File: src/hw/rtl/head_nod_shake_detector_unit_macros.svh
// Assertion macros shared by the head nod and shake detector RTL.
`ifndef HEAD_NOD_SHAKE_DETECTOR_UNIT_MACROS_SVH
`define HEAD_NOD_SHAKE_DETECTOR_UNIT_MACROS_SVH

`ifndef SYNTHESIS

// Same-cycle implication, sampled on clk and quiet while rst_n is low.
`define HNSD_ASSERT_NOW(label, pre, post) \
    label: assert property (@(posedge clk) disable iff (!rst_n) (pre) |-> (post)) \
        else $error("hnsd: same-cycle check failed");

// Next-cycle implication, sampled on clk and quiet while rst_n is low.
`define HNSD_ASSERT_NEXT(label, pre, post) \
    label: assert property (@(posedge clk) disable iff (!rst_n) (pre) |=> (post)) \
        else $error("hnsd: next-cycle check failed");

`else

`define HNSD_ASSERT_NOW(label, pre, post)
`define HNSD_ASSERT_NEXT(label, pre, post)

`endif

`endif

File: src/hw/rtl/hnsd_pkg.sv
// Shared types and constants of the head nod and shake detector.
`default_nettype none

package hnsd_pkg;

    // Detection outcome as reported in every result.
    typedef enum logic [2:0] {
        OUT_RUNNING   = 3'd0,
        OUT_NOD       = 3'd1,
        OUT_SHAKE     = 3'd2,
        OUT_TO_ACCEPT = 3'd3,
        OUT_TO_REJECT = 3'd4
    } outcome_t;

    // Request kinds carried in the low bits of the slave tuser.
    localparam logic [1:0] ACT_FRAME   = 2'd0;
    localparam logic [1:0] ACT_TICK    = 2'd1;
    localparam logic [1:0] ACT_RESTART = 2'd2;

    // Register indexes (byte address is four times the index).
    localparam logic [1:0] REG_MIN_DISTANCE  = 2'd0;
    localparam logic [1:0] REG_MIN_DIRS      = 2'd1;
    localparam logic [1:0] REG_TIMEOUT       = 2'd2;
    localparam logic [1:0] REG_FAIL_SAFE     = 2'd3;

    localparam int APB_ADDR_W = 4;
    localparam int APB_DATA_W = 32;

    // Register reset values.
    localparam logic [15:0] MIN_DISTANCE_RST = 16'd96;
    localparam logic [3:0]  MIN_DIRS_RST     = 4'd2;
    localparam logic [7:0]  TIMEOUT_RST      = 8'd4;
    localparam logic        FAIL_SAFE_RST    = 1'b1;

    // Percent scale times the 4 fraction bits of the threshold, times 2
    // for the averaged span: 100 * 16 * 2.
    localparam int THRESH_SCALE = 3200;

    // Smallest span sum used in the threshold product.
    localparam int MIN_SPAN_SUM = 2;

    localparam int SWING_W     = 4;
    localparam int ELAPSED_W   = 8;
    localparam int OUT_TDATA_W = 16;

endpackage

`default_nettype wire

File: src/hw/rtl/head_nod_shake_detector_unit.sv
// Head nod and shake detector: stream in, stream out, APB register port.
`default_nettype none

`include "head_nod_shake_detector_unit_macros.svh"

// Each request on the slave stream is a landmark frame, a time tick or a
// restart, and each one produces exactly one result on the master stream
// carrying the current outcome and the number of alternating swings seen
// on each axis. A frame with exactly one face compares the nose travel
// since the previous frame with a threshold given in percent of the eye
// span averaged over two frames; the test is cross-multiplied, so there is
// no divider. A swing is counted when its direction differs from the last
// one counted on that axis. The horizontal axis is tested first: enough
// swings there abort (shake); enough on the vertical axis confirm (nod).
// Ticks advance a timeout whose outcome follows fail_safe. Once decided,
// the outcome and counts hold until a restart request.
// Rate: the block takes one request per clock cycle for as long as the
// master side accepts results. An accepted request is held in the input
// register, and the detector state update is computed from it. The state
// register is itself the result register; it is loaded from that update
// when the held request moves on, which needs the result register to be
// empty or its result to be taken, and the result is then offered on the
// master stream. The combinational state update (two constant multiplies,
// one 16 by COORD_BITS+1 multiply and a compare per axis) is what sets the
// cycle time. A stalled master holds one result and one waiting request,
// after which s_axis_tready drops.
// Registers (32-bit APB, byte addresses): 0x0 min_distance_q4, 0x4 swings
// needed to decide, 0x8 timeout_ticks, 0xC fail_safe. Write them only while
// no request is in flight.
module head_nod_shake_detector_unit #(
    parameter int COORD_BITS = 12
) (
    input  wire logic                              clk,
    input  wire logic                              rst_n,

    input  wire logic                              s_axis_tvalid,
    output      logic                              s_axis_tready,
    // [COORD_BITS-1:0] eye_a_x, then eye_b_x, nose_x, nose_y, zero padding
    input  wire logic [((4*COORD_BITS+7)/8)*8-1:0] s_axis_tdata,
    // [1:0] action, [2] one_face
    input  wire logic [2:0]                        s_axis_tuser,

    output      logic                              m_axis_tvalid,
    input  wire logic                              m_axis_tready,
    // [2:0] outcome, [6:3] swings_x, [10:7] swings_y, [15:11] zero
    output      logic [hnsd_pkg::OUT_TDATA_W-1:0]  m_axis_tdata,

    input  wire logic                              psel,
    input  wire logic                              penable,
    input  wire logic                              pwrite,
    input  wire logic [hnsd_pkg::APB_ADDR_W-1:0]   paddr,
    input  wire logic [hnsd_pkg::APB_DATA_W-1:0]   pwdata,
    output      logic [hnsd_pkg::APB_DATA_W-1:0]   prdata,
    output      logic                              pready
);

    localparam int SPAN_W = COORD_BITS + 1;
    localparam int SUM_W  = COORD_BITS + 2;
    localparam int EFF_W  = COORD_BITS + 1;
    localparam int PROD_W = 16 + EFF_W;

    typedef struct packed {
        logic [hnsd_pkg::SWING_W-1:0] count;
        logic                         dir;
    } axis_state_t;

    // Configuration registers.
    logic [15:0] min_distance_reg;
    logic [3:0]  min_dirs_reg;
    logic [7:0]  timeout_reg;
    logic        fail_safe_reg;

    // Input register.
    logic                  in_valid_reg;
    logic                  in_valid_next;
    logic [1:0]            action_reg;
    logic                  one_face_reg;
    logic [COORD_BITS-1:0] eye_a_reg;
    logic [COORD_BITS-1:0] eye_b_reg;
    logic [COORD_BITS-1:0] nose_x_reg;
    logic [COORD_BITS-1:0] nose_y_reg;

    // Detector state, which is also the result register.
    logic                     out_valid_reg;
    logic                     out_valid_next;
    logic signed [SPAN_W-1:0] prev_span_reg;
    logic signed [SPAN_W-1:0] prev_span_next;
    logic                     have_prev_reg;
    logic                     have_prev_next;
    logic [COORD_BITS-1:0]    prev_nose_x_reg;
    logic [COORD_BITS-1:0]    prev_nose_x_next;
    logic [COORD_BITS-1:0]    prev_nose_y_reg;
    logic [COORD_BITS-1:0]    prev_nose_y_next;
    axis_state_t              axis_x_reg;
    axis_state_t              axis_x_next;
    axis_state_t              axis_y_reg;
    axis_state_t              axis_y_next;
    logic [hnsd_pkg::ELAPSED_W-1:0] elapsed_reg;
    logic [hnsd_pkg::ELAPSED_W-1:0] elapsed_next;
    hnsd_pkg::outcome_t       outcome_reg;
    hnsd_pkg::outcome_t       outcome_next;

    logic                     s_accept;
    logic                     advance;
    logic                     cfg_write;
    logic [1:0]               cfg_index;

    logic signed [SPAN_W-1:0] span;
    logic signed [SUM_W-1:0]  span_sum;
    logic [EFF_W-1:0]         span_eff;
    logic [PROD_W-1:0]        rhs;
    logic [COORD_BITS-1:0]    base_x;
    logic [COORD_BITS-1:0]    base_y;
    logic signed [SPAN_W-1:0] dx;
    logic signed [SPAN_W-1:0] dy;
    axis_state_t              eval_x;
    axis_state_t              eval_y;
    logic                     decide_x;
    logic                     decide_y;
    logic [hnsd_pkg::ELAPSED_W-1:0] elapsed_inc;
    hnsd_pkg::outcome_t       timeout_code;

    // One axis: a travel whose scaled size beats the threshold product is a
    // swing, and it is counted when its sign differs from the last one.
    function automatic axis_state_t axis_eval(
        input logic signed [SPAN_W-1:0] d,
        input logic [PROD_W-1:0]        thresh,
        input axis_state_t              cur
    );
        logic                  neg;
        logic [COORD_BITS-1:0] mag;
        logic [PROD_W-1:0]     lhs;
        axis_state_t           res;
        neg = d[SPAN_W-1];
        mag = neg ? COORD_BITS'(-d) : d[COORD_BITS-1:0];
        lhs = PROD_W'(mag) * PROD_W'(hnsd_pkg::THRESH_SCALE);
        res = cur;
        if ((lhs > thresh) && ((cur.count == '0) || (cur.dir != neg)))
        begin
            if (cur.count != '1)
            begin
                res.count = cur.count + 1'b1;
            end
            res.dir = neg;
        end
        return res;
    endfunction

    // ---------------------------------------------------------------
    // Handshakes
    // ---------------------------------------------------------------
    assign advance       = in_valid_reg && (!out_valid_reg || m_axis_tready);
    assign s_axis_tready = !in_valid_reg || advance;
    assign s_accept      = s_axis_tvalid && s_axis_tready;
    assign m_axis_tvalid = out_valid_reg;
    assign m_axis_tdata  = {5'b0, axis_y_reg.count, axis_x_reg.count, outcome_reg};

    always_comb
    begin
        in_valid_next = in_valid_reg;
        if (s_accept)
        begin
            in_valid_next = 1'b1;
        end
        else if (advance)
        begin
            in_valid_next = 1'b0;
        end

        out_valid_next = out_valid_reg;
        if (advance)
        begin
            out_valid_next = 1'b1;
        end
        else if (m_axis_tready)
        begin
            out_valid_next = 1'b0;
        end
    end

    // ---------------------------------------------------------------
    // Configuration port
    // ---------------------------------------------------------------
    assign pready    = 1'b1;
    assign cfg_index = paddr[3:2];
    assign cfg_write = psel && penable && pwrite && pready;

    always_comb
    begin
        case (cfg_index)
            hnsd_pkg::REG_MIN_DISTANCE: prdata = {16'b0, min_distance_reg};
            hnsd_pkg::REG_MIN_DIRS:     prdata = {28'b0, min_dirs_reg};
            hnsd_pkg::REG_TIMEOUT:      prdata = {24'b0, timeout_reg};
            hnsd_pkg::REG_FAIL_SAFE:    prdata = {31'b0, fail_safe_reg};
            default:                    prdata = '0;
        endcase
    end

    always_ff @(posedge clk or negedge rst_n)
    begin
        if (!rst_n)
        begin
            min_distance_reg <= hnsd_pkg::MIN_DISTANCE_RST;
            min_dirs_reg     <= hnsd_pkg::MIN_DIRS_RST;
            timeout_reg      <= hnsd_pkg::TIMEOUT_RST;
            fail_safe_reg    <= hnsd_pkg::FAIL_SAFE_RST;
        end
        else if (cfg_write)
        begin
            case (cfg_index)
                hnsd_pkg::REG_MIN_DISTANCE: min_distance_reg <= pwdata[15:0];
                hnsd_pkg::REG_MIN_DIRS:     min_dirs_reg     <= pwdata[3:0];
                hnsd_pkg::REG_TIMEOUT:      timeout_reg      <= pwdata[7:0];
                hnsd_pkg::REG_FAIL_SAFE:    fail_safe_reg    <= pwdata[0];
                default:                    min_dirs_reg     <= min_dirs_reg;
            endcase
        end
    end

    // ---------------------------------------------------------------
    // Frame arithmetic
    // ---------------------------------------------------------------
    // Eye span of this frame, and the sum with the previous span, which is
    // twice the averaged span; it is clamped to at least two.
    assign span     = $signed({1'b0, eye_a_reg}) - $signed({1'b0, eye_b_reg});
    assign span_sum = $signed({prev_span_reg[SPAN_W-1], prev_span_reg})
                    + $signed({span[SPAN_W-1], span});
    assign span_eff = (span_sum < $signed(SUM_W'(hnsd_pkg::MIN_SPAN_SUM)))
                    ? EFF_W'(hnsd_pkg::MIN_SPAN_SUM) : span_sum[EFF_W-1:0];
    assign rhs      = PROD_W'(min_distance_reg) * PROD_W'(span_eff);

    // On the first frame after a restart the nose is its own reference.
    assign base_x   = have_prev_reg ? prev_nose_x_reg : nose_x_reg;
    assign base_y   = have_prev_reg ? prev_nose_y_reg : nose_y_reg;
    assign dx       = $signed({1'b0, nose_x_reg}) - $signed({1'b0, base_x});
    assign dy       = $signed({1'b0, nose_y_reg}) - $signed({1'b0, base_y});

    assign eval_x   = axis_eval(dx, rhs, axis_x_reg);
    assign eval_y   = axis_eval(dy, rhs, axis_y_reg);
    assign decide_x = eval_x.count >= min_dirs_reg;
    assign decide_y = eval_y.count >= min_dirs_reg;

    assign elapsed_inc  = (elapsed_reg == '1) ? elapsed_reg : elapsed_reg + 1'b1;
    assign timeout_code = fail_safe_reg ? hnsd_pkg::OUT_TO_REJECT
                                        : hnsd_pkg::OUT_TO_ACCEPT;

    // ---------------------------------------------------------------
    // Detector state update
    // ---------------------------------------------------------------
    always_comb
    begin
        prev_span_next   = prev_span_reg;
        have_prev_next   = have_prev_reg;
        prev_nose_x_next = prev_nose_x_reg;
        prev_nose_y_next = prev_nose_y_reg;
        axis_x_next      = axis_x_reg;
        axis_y_next      = axis_y_reg;
        elapsed_next     = elapsed_reg;
        outcome_next     = outcome_reg;

        if (advance)
        begin
            case (action_reg)
                hnsd_pkg::ACT_RESTART:
                begin
                    prev_span_next   = '1;
                    have_prev_next   = 1'b0;
                    prev_nose_x_next = '0;
                    prev_nose_y_next = '0;
                    axis_x_next      = '0;
                    axis_y_next      = '0;
                    elapsed_next     = '0;
                    outcome_next     = (timeout_reg == '0) ? timeout_code
                                                           : hnsd_pkg::OUT_RUNNING;
                end
                hnsd_pkg::ACT_TICK:
                begin
                    if (outcome_reg == hnsd_pkg::OUT_RUNNING)
                    begin
                        elapsed_next = elapsed_inc;
                        if (elapsed_inc >= timeout_reg)
                        begin
                            outcome_next = timeout_code;
                        end
                    end
                end
                hnsd_pkg::ACT_FRAME:
                begin
                    if (outcome_reg == hnsd_pkg::OUT_RUNNING)
                    begin
                        if (elapsed_reg >= timeout_reg)
                        begin
                            outcome_next = timeout_code;
                        end
                        else if (one_face_reg)
                        begin
                            have_prev_next   = 1'b1;
                            axis_x_next      = eval_x;
                            prev_nose_x_next = base_x;
                            prev_nose_y_next = base_y;
                            if (decide_x)
                            begin
                                outcome_next = hnsd_pkg::OUT_SHAKE;
                            end
                            else
                            begin
                                prev_nose_x_next = nose_x_reg;
                                axis_y_next      = eval_y;
                                if (decide_y)
                                begin
                                    outcome_next = hnsd_pkg::OUT_NOD;
                                end
                                else
                                begin
                                    prev_nose_y_next = nose_y_reg;
                                    prev_span_next   = span;
                                end
                            end
                        end
                    end
                end
                default:
                begin
                    outcome_next = outcome_reg;
                end
            endcase
        end
    end

    // ---------------------------------------------------------------
    // Registers
    // ---------------------------------------------------------------
    always_ff @(posedge clk)
    begin
        if (s_accept)
        begin
            action_reg   <= s_axis_tuser[1:0];
            one_face_reg <= s_axis_tuser[2];
            eye_a_reg    <= s_axis_tdata[COORD_BITS-1:0];
            eye_b_reg    <= s_axis_tdata[2*COORD_BITS-1:COORD_BITS];
            nose_x_reg   <= s_axis_tdata[3*COORD_BITS-1:2*COORD_BITS];
            nose_y_reg   <= s_axis_tdata[4*COORD_BITS-1:3*COORD_BITS];
        end
    end

    always_ff @(posedge clk or negedge rst_n)
    begin
        if (!rst_n)
        begin
            in_valid_reg    <= 1'b0;
            out_valid_reg   <= 1'b0;
            prev_span_reg   <= '1;
            have_prev_reg   <= 1'b0;
            prev_nose_x_reg <= '0;
            prev_nose_y_reg <= '0;
            axis_x_reg      <= '0;
            axis_y_reg      <= '0;
            elapsed_reg     <= '0;
            outcome_reg     <= hnsd_pkg::OUT_RUNNING;
        end
        else
        begin
            in_valid_reg    <= in_valid_next;
            out_valid_reg   <= out_valid_next;
            prev_span_reg   <= prev_span_next;
            have_prev_reg   <= have_prev_next;
            prev_nose_x_reg <= prev_nose_x_next;
            prev_nose_y_reg <= prev_nose_y_next;
            axis_x_reg      <= axis_x_next;
            axis_y_reg      <= axis_y_next;
            elapsed_reg     <= elapsed_next;
            outcome_reg     <= outcome_next;
        end
    end

    // ---------------------------------------------------------------
    // Assertions
    // ---------------------------------------------------------------
    // A decided outcome holds until a restart request is processed.
    `HNSD_ASSERT_NEXT(a_outcome_holds, advance && (outcome_reg != hnsd_pkg::OUT_RUNNING) && (action_reg != hnsd_pkg::ACT_RESTART), outcome_reg == $past(outcome_reg))

    // Swing counts only grow between restarts.
    `HNSD_ASSERT_NEXT(a_count_grows, advance && (action_reg != hnsd_pkg::ACT_RESTART), (axis_x_reg.count >= $past(axis_x_reg.count)) && (axis_y_reg.count >= $past(axis_y_reg.count)))

    // A restart with a non-zero timeout leaves a clean running state.
    `HNSD_ASSERT_NEXT(a_restart_clears, advance && (action_reg == hnsd_pkg::ACT_RESTART) && (timeout_reg != '0), (outcome_reg == hnsd_pkg::OUT_RUNNING) && (axis_x_reg == '0) && (axis_y_reg == '0) && (elapsed_reg == '0))

    // A held request that cannot move on blocks the slave side.
    `HNSD_ASSERT_NOW(a_full_blocks, in_valid_reg && !advance, !s_axis_tready)

endmodule

`default_nettype wire

File: config.mk
export PLATFORM = sky130hd
export DESIGN_NAME = head_nod_shake_detector_unit
export DESIGN_NICKNAME = d
export VERILOG_FILES = /design/src/hw/rtl/hnsd_pkg.sv /design/src/hw/rtl/head_nod_shake_detector_unit.sv
export VERILOG_INCLUDE_DIRS = /design/src /design/src/hw/rtl
export SDC_FILE = /design/constraint.sdc
export NUM_CORES = 1
export LEC_CHECK = 0
export BUFFER_PORTS_ARGS = -buffer_cell sky130_fd_sc_hd__buf_2
export CORE_MARGIN = 2
export CORE_UTILIZATION = 50
export DETAILED_ROUTE_END_ITERATION = 16
export GPL_ROUTABILITY_DRIVEN = 1
export PLACE_DENSITY = 0.71
export SLEW_MARGIN = 20
export SYNTH_ARGS = -nofsm -noshare
export SYNTH_HDL_FRONTEND = slang
export SYNTH_SLANG_ARGS = --single-unit
File: constraint.sdc
create_clock -name clk -period 12.8 [get_ports clk]
set_clock_uncertainty 0.2 [all_clocks]
set_input_delay 3.2 -clock clk [delete_from_list [all_inputs] [get_ports clk]]
set_output_delay 3.2 -clock clk [all_outputs]
set_load 0.02 [all_outputs]
Word level (Yosys, flattened, before mapping)
Cells that the tools add are included.
Word-level totals
  bits in registers: 141
  word-level logic and storage cells: 153
  bits of input ports: 94
  output and inout port bits: 51
Cells by class
  multiplexer cells: 57
  add/subtract/negate cells: 9
  multipliers: 3
  eq/ne operators: 21
  reductions and logical operators: 34
  order comparisons: 7
Operators with widths (count)
  2-to-1 mux 12 bit: 13
  case mux 32 bit (4 select lines): 1
  2-to-1 mux 13 bit: 6
  > comparator 24 x 29 -> 1 bit: 2
  case mux 12 bit (2 select lines): 2
  2-to-1 mux 5 bit: 9
  subtractor 12 x 12 -> 13 bit: 3
  multiplier 12 x 5 -> 17 bit, second input constant: 2
  multiplier 16 x 13 -> 29 bit: 1
  2-to-1 mux 3 bit: 9
  case mux 13 bit (2 select lines): 1
  negation 12 bit: 2
  AND reduction 7 bit: 3
  case mux 5 bit (2 select lines): 2
  != test 2 bit, second input constant: 9
  greater-or-equal comparator 8 bit: 2
  2-to-1 mux 8 bit: 2
  case mux 8 bit (2 select lines): 1
  adder 13 x 13 -> 14 bit: 1
  < comparator 14 x 3 -> 1 bit, second input constant: 1
  != test 4 bit, second input constant: 3
  AND reduction 6 bit: 2
  case mux 3 bit (3 select lines): 1
  adder 4 x 1 -> 4 bit, second input constant: 2
  other kinds (22): 51

Logic depth before layout (Yosys ltp)
Gate-level depths: netlist of the first run.
  word-level depth: 15
  mapped depth: 66
  depth with buffers taken out: 63

Worst setup path after synthesis of the first run
No wires, ideal clock.
  path kind: reg2reg
  start point: register eye_b_reg[0]
  end point: register outcome_reg[0]
  setup time: 0.125 ns
  data required time: 12.475 ns
  path slack: -0.264 ns
  clock period less this slack: 13.064 ns
  path buffers: 2
  arrival: 12.739 ns
  stages on the path, launching flop included: 64
  cells stage by stage: edfxtp_1 > ha_1 > fa_1 > nor2b_1 > o21ai_0 > a21boi_0 > o21ai_0 > a21boi_0 > o21ai_0 > a21boi_0 > o21ai_0 > a21boi_0 > nor2_1 > ha_1 > o21a_1 > nor2_1 > a21oi_1 > xor2_1 > [28 not listed] > o211ai_1 > a31oi_1 > a211oi_1 > o2111ai_1 > and4bb_2 > o211a_1 > and2_4 > xnor2_1 > ha_1 > nand2b_1 > a21o_1 > a21o_1 > a21oi_1 > nand2_1 > a2111oi_0 > nor2_1 > nand2_1 > mux2_2
Between the ends
  longest elaborated chain between the ends: 14
  elaborated cells between the ends (all ways): 20
  those cells by class: 2 x add/sub; 1 x mul; 5 x order compare; 1 x eq/ne; 8 x mux; 3 x reduce/logical
Ends and longest elaborated chain
  start, declared: line head_nod_shake_detector_unit.sv:79  | logic [COORD_BITS-1:0] eye_b_reg;
  start signal, assigned: line head_nod_shake_detector_unit.sv:340  | eye_b_reg <= s_axis_tdata[2*COORD_BITS-1:COORD_BITS];
  subtractor 12 x 12 -> 13 bit *: line head_nod_shake_detector_unit.sv:225  | assign span = $signed({1'b0, eye_a_reg}) - $signed({1'b0, eye_b_reg});
  adder 13 x 13 -> 14 bit *: line head_nod_shake_detector_unit.sv:227  | + $signed({span[SPAN_W-1], span});
  < comparator 14 x 3 -> 1 bit: line head_nod_shake_detector_unit.sv:228  | assign span_eff = (span_sum < $signed(SUM_W'(hnsd_pkg::MIN_SPAN_SUM)))
  2-to-1 mux 13 bit *: line head_nod_shake_detector_unit.sv:229  | ? EFF_W'(hnsd_pkg::MIN_SPAN_SUM) : span_sum[EFF_W-1:0];
  multiplier 16 x 13 -> 29 bit *: line head_nod_shake_detector_unit.sv:230  | assign rhs = PROD_W'(min_distance_reg) * PROD_W'(span_eff);
  > comparator 24 x 29 -> 1 bit: line head_nod_shake_detector_unit.sv:138  | if ((lhs > thresh) && ((cur.count == '0) || (cur.dir != neg)))
  logical AND 1 bit: line head_nod_shake_detector_unit.sv:138
  2-to-1 mux 5 bit: line head_nod_shake_detector_unit.sv:138
  greater-or-equal comparator 4 bit: line head_nod_shake_detector_unit.sv:240  | assign decide_x = eval_x.count >= min_dirs_reg;
  2-to-1 mux 3 bit: line head_nod_shake_detector_unit.sv:301  | if (decide_x)
  2-to-1 mux 3 bit: line head_nod_shake_detector_unit.sv:295  | else if (one_face_reg)
  2-to-1 mux 3 bit: line head_nod_shake_detector_unit.sv:291  | if (elapsed_reg >= timeout_reg)
  2-to-1 mux 3 bit: line head_nod_shake_detector_unit.sv:289  | if (outcome_reg == hnsd_pkg::OUT_RUNNING)
  case mux 3 bit (3 select lines): line head_nod_shake_detector_unit.sv:263  | case (action_reg)
  end signal, assigned: line head_nod_shake_detector_unit.sv:359  | outcome_reg <= hnsd_pkg::OUT_RUNNING;
  end signal, assigned: line head_nod_shake_detector_unit.sv:372  | outcome_reg <= outcome_next;
  end, declared: line head_nod_shake_detector_unit.sv:100  | hnsd_pkg::outcome_t outcome_reg;
Mark *: on every way between the ends. The rest lies on a longest branch, timed or not. The select of a mux whose other input is x is not followed.
A chain may end at the register's enable or synchronous reset.

Worst setup path in the final report of the first run
  start point: register eye_b_reg[0]
  end point: register prev_span_reg[5]
Between the ends
  longest elaborated chain between the ends: 11
  elaborated cells between the ends (all ways): 22
  those cells by class: 2 x add/sub; 1 x mul; 5 x order compare; 2 x eq/ne; 9 x mux; 3 x reduce/logical
Ends and longest elaborated chain
  subtractor 12 x 12 -> 13 bit *: line head_nod_shake_detector_unit.sv:225
  adder 13 x 13 -> 14 bit: line head_nod_shake_detector_unit.sv:227
  < comparator 14 x 3 -> 1 bit: line head_nod_shake_detector_unit.sv:228
  2-to-1 mux 13 bit: line head_nod_shake_detector_unit.sv:229
  multiplier 16 x 13 -> 29 bit: line head_nod_shake_detector_unit.sv:230
  > comparator 24 x 29 -> 1 bit: line head_nod_shake_detector_unit.sv:138
  logical AND 1 bit: line head_nod_shake_detector_unit.sv:138
  2-to-1 mux 5 bit: line head_nod_shake_detector_unit.sv:138
  greater-or-equal comparator 4 bit (on tied branches): line head_nod_shake_detector_unit.sv:241, head_nod_shake_detector_unit.sv:240
  != test 2 bit (no source line)
  AND reduction 7 bit (no source line)
  end signal, assigned: line head_nod_shake_detector_unit.sv:365  | prev_span_reg <= prev_span_next;
  end, declared: line head_nod_shake_detector_unit.sv:86  | logic signed [SPAN_W-1:0] prev_span_reg;
Marks and branches as above.

==> impl_results.md, run 1 <==
* Status: complete, but fails checks
* Failing checks: setup timing
* Synthesis-to-finish area growth at 22.3%
* Synth Cell Area at 19,600 um^2
* Multiplexer share of the synthesized area at 0.0323
* Most instantiated library cell after synthesis: inv_1
* Ys async rst share at 0.638
* Worst setup startpoint: eye_b_reg[0]
* Worst-Skew Late Latency at 450 ps
* Total gr overflow at 0
* CTS tree: built
* Drt first pass iters at 6
* Worst-path clk slew at 70 ps
* TritonCTS Sinks at between 100 and 150
* Layout Nets at 3,032
* Max_slew headroom at 0.296
* Most frequent cells after synthesis: inv_1, ha_1, nand2_1
* R2R Setup Slk at -70 ps
* CP max FO at 26
* Vias at 16,650
* CP arrival at 13,060 ps
* Distinct cells, synth at 86
* Port bufs at roughly 100
* Largest family of logic cells by synthesized area: adder cells
* TritonCTS Buffers at 17
* Layout cell share with drive strength beyond 1 at 0.252
* Largest net degree at the start of global routing at 74
* Worst Path Required at 12,990 ps
* Max reg flops at 16
* Post-layout util at 0.620
* Final period util at 1.01
* GRT Total Usage at 0.240
* Reg2reg start: eye_b_reg[0]
* CTS H-tree depth at 4
* Synth Register Bits at 141
* RSZ-0062 raised after global routing: true
* HP Class: register to register
* Worst setup EP type: register
* Pre-CTS WS at -956 ps
* Adder-Cell Fraction of Synth Area at 0.347
* Die width at 202 um
* Setup violations, final at 15
* CP max stage delay at 540 ps
* DRT antenna net count at 0
* Syn Area/Cell at approximately 8.9 um^2
* Worst R2R Path Depth at between 60 and 70
* Synth Warn # at 0
* Worst hold path depth at 2
* Synth area leader: fa_1
* Synth Area in XOR/XNOR at 0.0450
* Max cap viols at 0
* Post-synth top area share at 0.175
* Crit start category: register
* WHS at 282 ps
* Final slew viol count at 0
* Die height at 202 um
* Vias per Instance at 5.50
* Post-DP HPWL at 37.9 mm
* Count of final hold-check violations at 0
* Hold endpoint: prev_nose_y_reg[4]
* RR Endpoint: prev_span_reg[5]
* Ports at approximately 150
* DRC at 0
* Top post-synthesis cells by area: fa_1, ha_1, dfrtp_1
* Routed len/inst at 16.5 um
* Measured slew at the worst slew-check pin at 1060 ps
* Gpl congestion at 0.915
* Num rows at 72
* Slowest stage cell, crit path: fa_1
* Compound-Gate Fraction of Synth Area at 0.133
* Hold Startpoint: prev_nose_y_reg[4]
* Initial Utilization at 0.507
* Tmin final at 12,870 ps
* Fmax at 0.0777 GHz
* Clk buf depth at 2
* First-pass GRT wire length at 80.7 mm
* Root Driver: clkbuf_16
* Vias in the first global route at 16,991
* Die area at around 41,000 um^2
* Post-synth top flop: dfrtp_1
* DRT iter0 DRCs at 898
* TNS Setup at -585 ps
* Crit path kind: register to register
* Simple-gate share of the synthesized area at 0.164
* # fillers at 3,179
* Sequential share of the synthesized area at 0.194
* Synthesized instance count at ~2,200
* Final WL at 50.0 mm
* Number of flops mapped to enable cells by yosys at 51
* Antenna diode count at 0
* Setup ws final at -67.9 ps
* Most frequent CP cell: buf_4
* Initial antenna violation count at 0
* Core ar. at 38,700 um^2
## worst max-delay path, delay by kind of cell, from the launching register on
kind	cells	cell delay (ps)
and+or+nand+nor	11	2180
xor gates and xnor gates	4	700
buffers and inverters	17	2090
AOI/OAI and AO/OA	24	3590
adders and majority gates	10	3620
DFF	1	420
## per-stage QoR
stage	instance area, um^2	std cells
after floorplan	19700	2227
after global placement	21800	2931
after detailed placement	21800	2931
after CTS	23000	2999
after global routing	24000	3029
final	24000	3029
## logic make-up (layout without fill, tap and decap cells)
family	count (synthesis)	count (layout)
adders and majority gates	442	442
buffers and inverters	409	692
and+or+nand+nor	659	659
other	2	22
DFF	141	141
muxes	59	59
xor gates and xnor gates	100	100
AOI/OAI and AO/OA	395	396
## final cells by class
type                            count  area, um^2  share of cell area
Sequential cell                   141        3810               0.159
Inverter                          312        1170              0.0489
Clock buffer                       17         425              0.0177
Multi-Input combinational cell   1678       15300               0.639
Timing Repair inverter              1        7.51            0.000313
Clock inverter                     15         188             0.00782
Timing Repair Buffer              347        2420               0.101
Tap cell                          518         648              0.0270
## repair_timing
item / in CTS / in global routing
gates cloned: 3 / 1
endpoints found under the hold margin: 0 / 0
pin swaps: 84 / 119
hold buffers: 0 / 0
endpoints found under the setup margin: 45 / 45
setup buffers: 34 / 30
resized for setup: 83 / 173
## layer usage
metal  GRT usage  part of all wire  up-vias
met5           0                 0        -
met4      0.0686             0.025        0
met3      0.0363             0.049       84
met2       0.412              0.49      426
met1       0.314              0.44     8210
li1            -                 -     7930
## how the worst max path moves through the flow
| stage | to | slack [ps] | cells past startpoint |
|---|---|---|---|
| after floorplan | outcome_reg[0] | 40 | 62 |
| after global placement | outcome_reg[1] | -700 | 60 |
| after detailed placement | outcome_reg[0] | -960 | 60 |
| after CTS | m_axis_tdata[8] | 20 | 59 |
| after global routing | outcome_reg[0] | -570 | 63 |
| final | prev_span_reg[5] | -70 | 66 |
## cells in the final DEF, fill, tap and decap left out, types with 66 or more instances in the layout
cell type,synthesis,layout
a21oi_1,80,66
buf_4,30,233
nor2_1,124,114
nand2_1,240,232
ha_1,268,244
dfrtp_1,72,72
and2_1,85,82
inv_1,312,294
fa_1,172,168
buf_2,6,103
o21ai_0,121,90
Power of run 1 is left out: the tool's default activity adds up to more than one toggle a clock period on the data nets, which glitch-free logic cannot reach.
==> inputs of run 2 (changes only) <==
--- a/config.mk
+++ b/config.mk
@@ -13,3 +13,4 @@
 export GPL_ROUTABILITY_DRIVEN = 1
-export PLACE_DENSITY = 0.71
+export MAX_ROUTING_LAYER = met4
+export PLACE_DENSITY_LB_ADDON = 0.12
 export SLEW_MARGIN = 20
==> constraint.sdc (replaced) <==
create_clock -name clk -period 12.8 [get_ports clk]
set_clock_uncertainty 0.2 [all_clocks]
set_input_delay 3.84 -clock clk [delete_from_list [all_inputs] [get_ports clk]]
set_output_delay 3.84 -clock clk [all_outputs]
set_load 0.02 [all_outputs]
==> run 2 against run 1 <==
  * The run now ends clean
  * Non-clock buffer count down 26
  * Maximum frequency up 1.5%
  * Setup slack better by 190 ps
  * Via count is 2.8% lower
  * Critical path type unchanged
==> impl_results.md, run 2 (synthesis results as in run 1) <==
* Post-DP HPWL at 38.2 mm (was 37.9 mm)
* Vias in the first global route at 16,249 (was 16,991)
* Worst-Skew Late Latency at 470 ps (was 450 ps)
* Measured slew at the worst slew-check pin at 909 ps (was 1060 ps)
* CP arrival at 12,820 ps (was 13,060 ps)
* Tmin final at 12,680 ps (was 12,870 ps)
* Total gr overflow at 0 (unchanged)
* WP depth at 63 (was 66)
* CP max FO at 7 (was 26)
* Ports at 145 (unchanged)
* Max_slew headroom at 0.394 (was 0.296)
* DRT antenna net count at 0 (unchanged)
* Reg2reg start: eye_a_reg[1] (was eye_b_reg[0])
* Layout cell share with drive strength beyond 1 at 0.229 (was 0.252)
* Worst-path clk slew at 70 ps (about the same)
* First-pass GRT wire length at 79.0 mm (was 80.7 mm)
* Vias per Instance at 5.39 (was 5.50)
* Clk buf depth at 2 (unchanged)
* Core ar. at 38,700 um^2 (unchanged)
* TritonCTS Sinks at 141 (unchanged)
* Crit start category: register (unchanged)
* CTS hold repair buffers at 0 (unchanged)
* Critical path buffers and inverters at 8 (was 17)
* Die height at 202 um (unchanged)
* Count of final hold-check violations at 0 (unchanged)
* CTS H-tree depth at 4 (unchanged)
* Most frequent CP cell: ha_1 (was buf_4)
* Die area at 40,900 um^2 (unchanged)
* RR Endpoint: outcome_reg[1] (was prev_span_reg[5])
* Most common cell after layout, fill and taps aside: inv_1 (unchanged)
* Drt first pass iters at 5 (was 6)
* CTS tree: built (unchanged)
* Crit path kind: register to register (unchanged)
* Setup violations, final at 0 (was 15)
* Worst setup EP type: register (unchanged)
* Layout Nets at 3,005 (was 3,032)
* HP Class: register to register (unchanged)
* WHS at 282 ps (about the same)
* Root Driver: clkbuf_16 (unchanged)
* Final slew viol count at 0 (unchanged)
* GRT Total Usage at 0.245 (was 0.240)
* Vias at 16,182 (was 16,650)
* TritonCTS Buffers at 17 (unchanged)
* Slowest stage cell, crit path: fa_2 (was fa_1)
* RSZ-0062 raised after global routing: true (unchanged)
* # fillers at 3,438 (was 3,179)
* Critical path's top delay family: compound AO/OA/AOI/OAI gates (was adder cells)
* Antenna diode count at 0 (unchanged)
* Worst Path Required at 12,940 ps (was 12,990 ps)
* Final WL at 47.9 mm (was 50.0 mm)
* Largest net degree at the start of global routing at 69 (was 74)
* Final period util at 0.990 (was 1.01)
* Commonest non-fill, non-tap cells in the layout: inv_1, ha_1, nand2_1 (was inv_1, ha_1, buf_4)
* R2R Setup Slk at 120 ps (was -70 ps)
* Hold endpoint: prev_nose_x_reg[6] (was prev_nose_y_reg[4])
* DRC at 0 (unchanged)
* Gpl congestion at 0.915 (about the same)
* CP max stage delay at 530 ps (was 540 ps)
* Max cap viols at 0 (unchanged)
* DRT iter0 DRCs at 787 (was 898)
* Worst R2R Path Depth at 63 (was 66)
* Port bufs at 104 (unchanged)
* Synthesis-to-finish area growth at 20.1% (was 22.3%)
* Status: completed (was complete, but fails checks)
* Die width at 202 um (unchanged)
* TNS Setup at 0 ps (was -585 ps)
* Fmax at 0.0789 GHz (was 0.0777 GHz)
* Worst hold path depth at 2 (unchanged)
* Num rows at 72 (unchanged)
* Initial antenna violation count at 0 (unchanged)
* Hold Startpoint: prev_nose_x_reg[6] (was prev_nose_y_reg[4])
* Initial Utilization at 0.507 (unchanged)
* Max reg flops at 16 (unchanged)
* Routed len/inst at 16.0 um (was 16.5 um)
run 2: cell types whose count changed in the layout (fill, tap and decap cells not counted), moves of 5 or more:
cell       previous run  this run
inv_8                 8         1
o21ai_1              21        37
o21ai_0              90        81
ha_1                244       253
buf_4               233       204
ha_4                 23        12
clkbuf_16            17        22
o21ai_2              19        13
and2_1               82        77
run 2: repair_timing:
item,CTS,global route
endpoints found under the setup margin,45,45
setup buffers,9,19
pin swaps,32,92
gates resized for setup,36,184
cloned,0,4
run 2: how the worst max path moves through the flow:
stage | startpoint | endpoint | slack (ps)
finish | eye_a_reg[1] | outcome_reg[1] | 120
global route | eye_a_reg[1] | outcome_reg[1] | -490
CTS | eye_b_reg[0] | outcome_reg[1] | 4
detailed placement | eye_a_reg[1] | outcome_reg[1] | -730
global placement | eye_a_reg[1] | outcome_reg[0] | -590
floorplan | eye_b_reg[0] | outcome_reg[0] | 40
run 2: stage by stage:
step                instances  cell area, um^2  utilization  setup slack (ps)
finish                   3002            23600        0.608               122
global route             3002            23600        0.608              -487
CTS                      2979            22600        0.584              3.61
detailed placement       2938            21800        0.564              -729
global placement         2938            21800        0.564              -595
floorplan                2227            19700            -              36.3
run 2: final cells by class:
class                      count  area, um^2  share of cell area
timing repair buffer         321        2270              0.0962
inverter                     312        1180              0.0499
multi-input combinational   1678       15100               0.639
clock inverter                11        88.8             0.00377
clock buffer                  21         514              0.0218
tap                          518         648              0.0275
sequential                   141        3810               0.161
run 2: worst min-delay path: cells and delay by family (launching register included):
family	cells	cell delay [ps]
AOI/OAI and AO/OA	1	60
DFF	1	350
and+or+nand+nor	1	40
run 2: routing by layer:
| metal | track usage | share of wire | up-vias |
|---|---|---|---|
| met5 | - | 0 | - |
| met4 | 0.0636 | 0.020 | 0 |
| met3 | 0.0447 | 0.046 | 52 |
| met2 | 0.391 | 0.47 | 300 |
| met1 | 0.324 | 0.46 | 7935 |
| li1 | - | - | 7895 |
Power of run 2 is left out for the same reason.
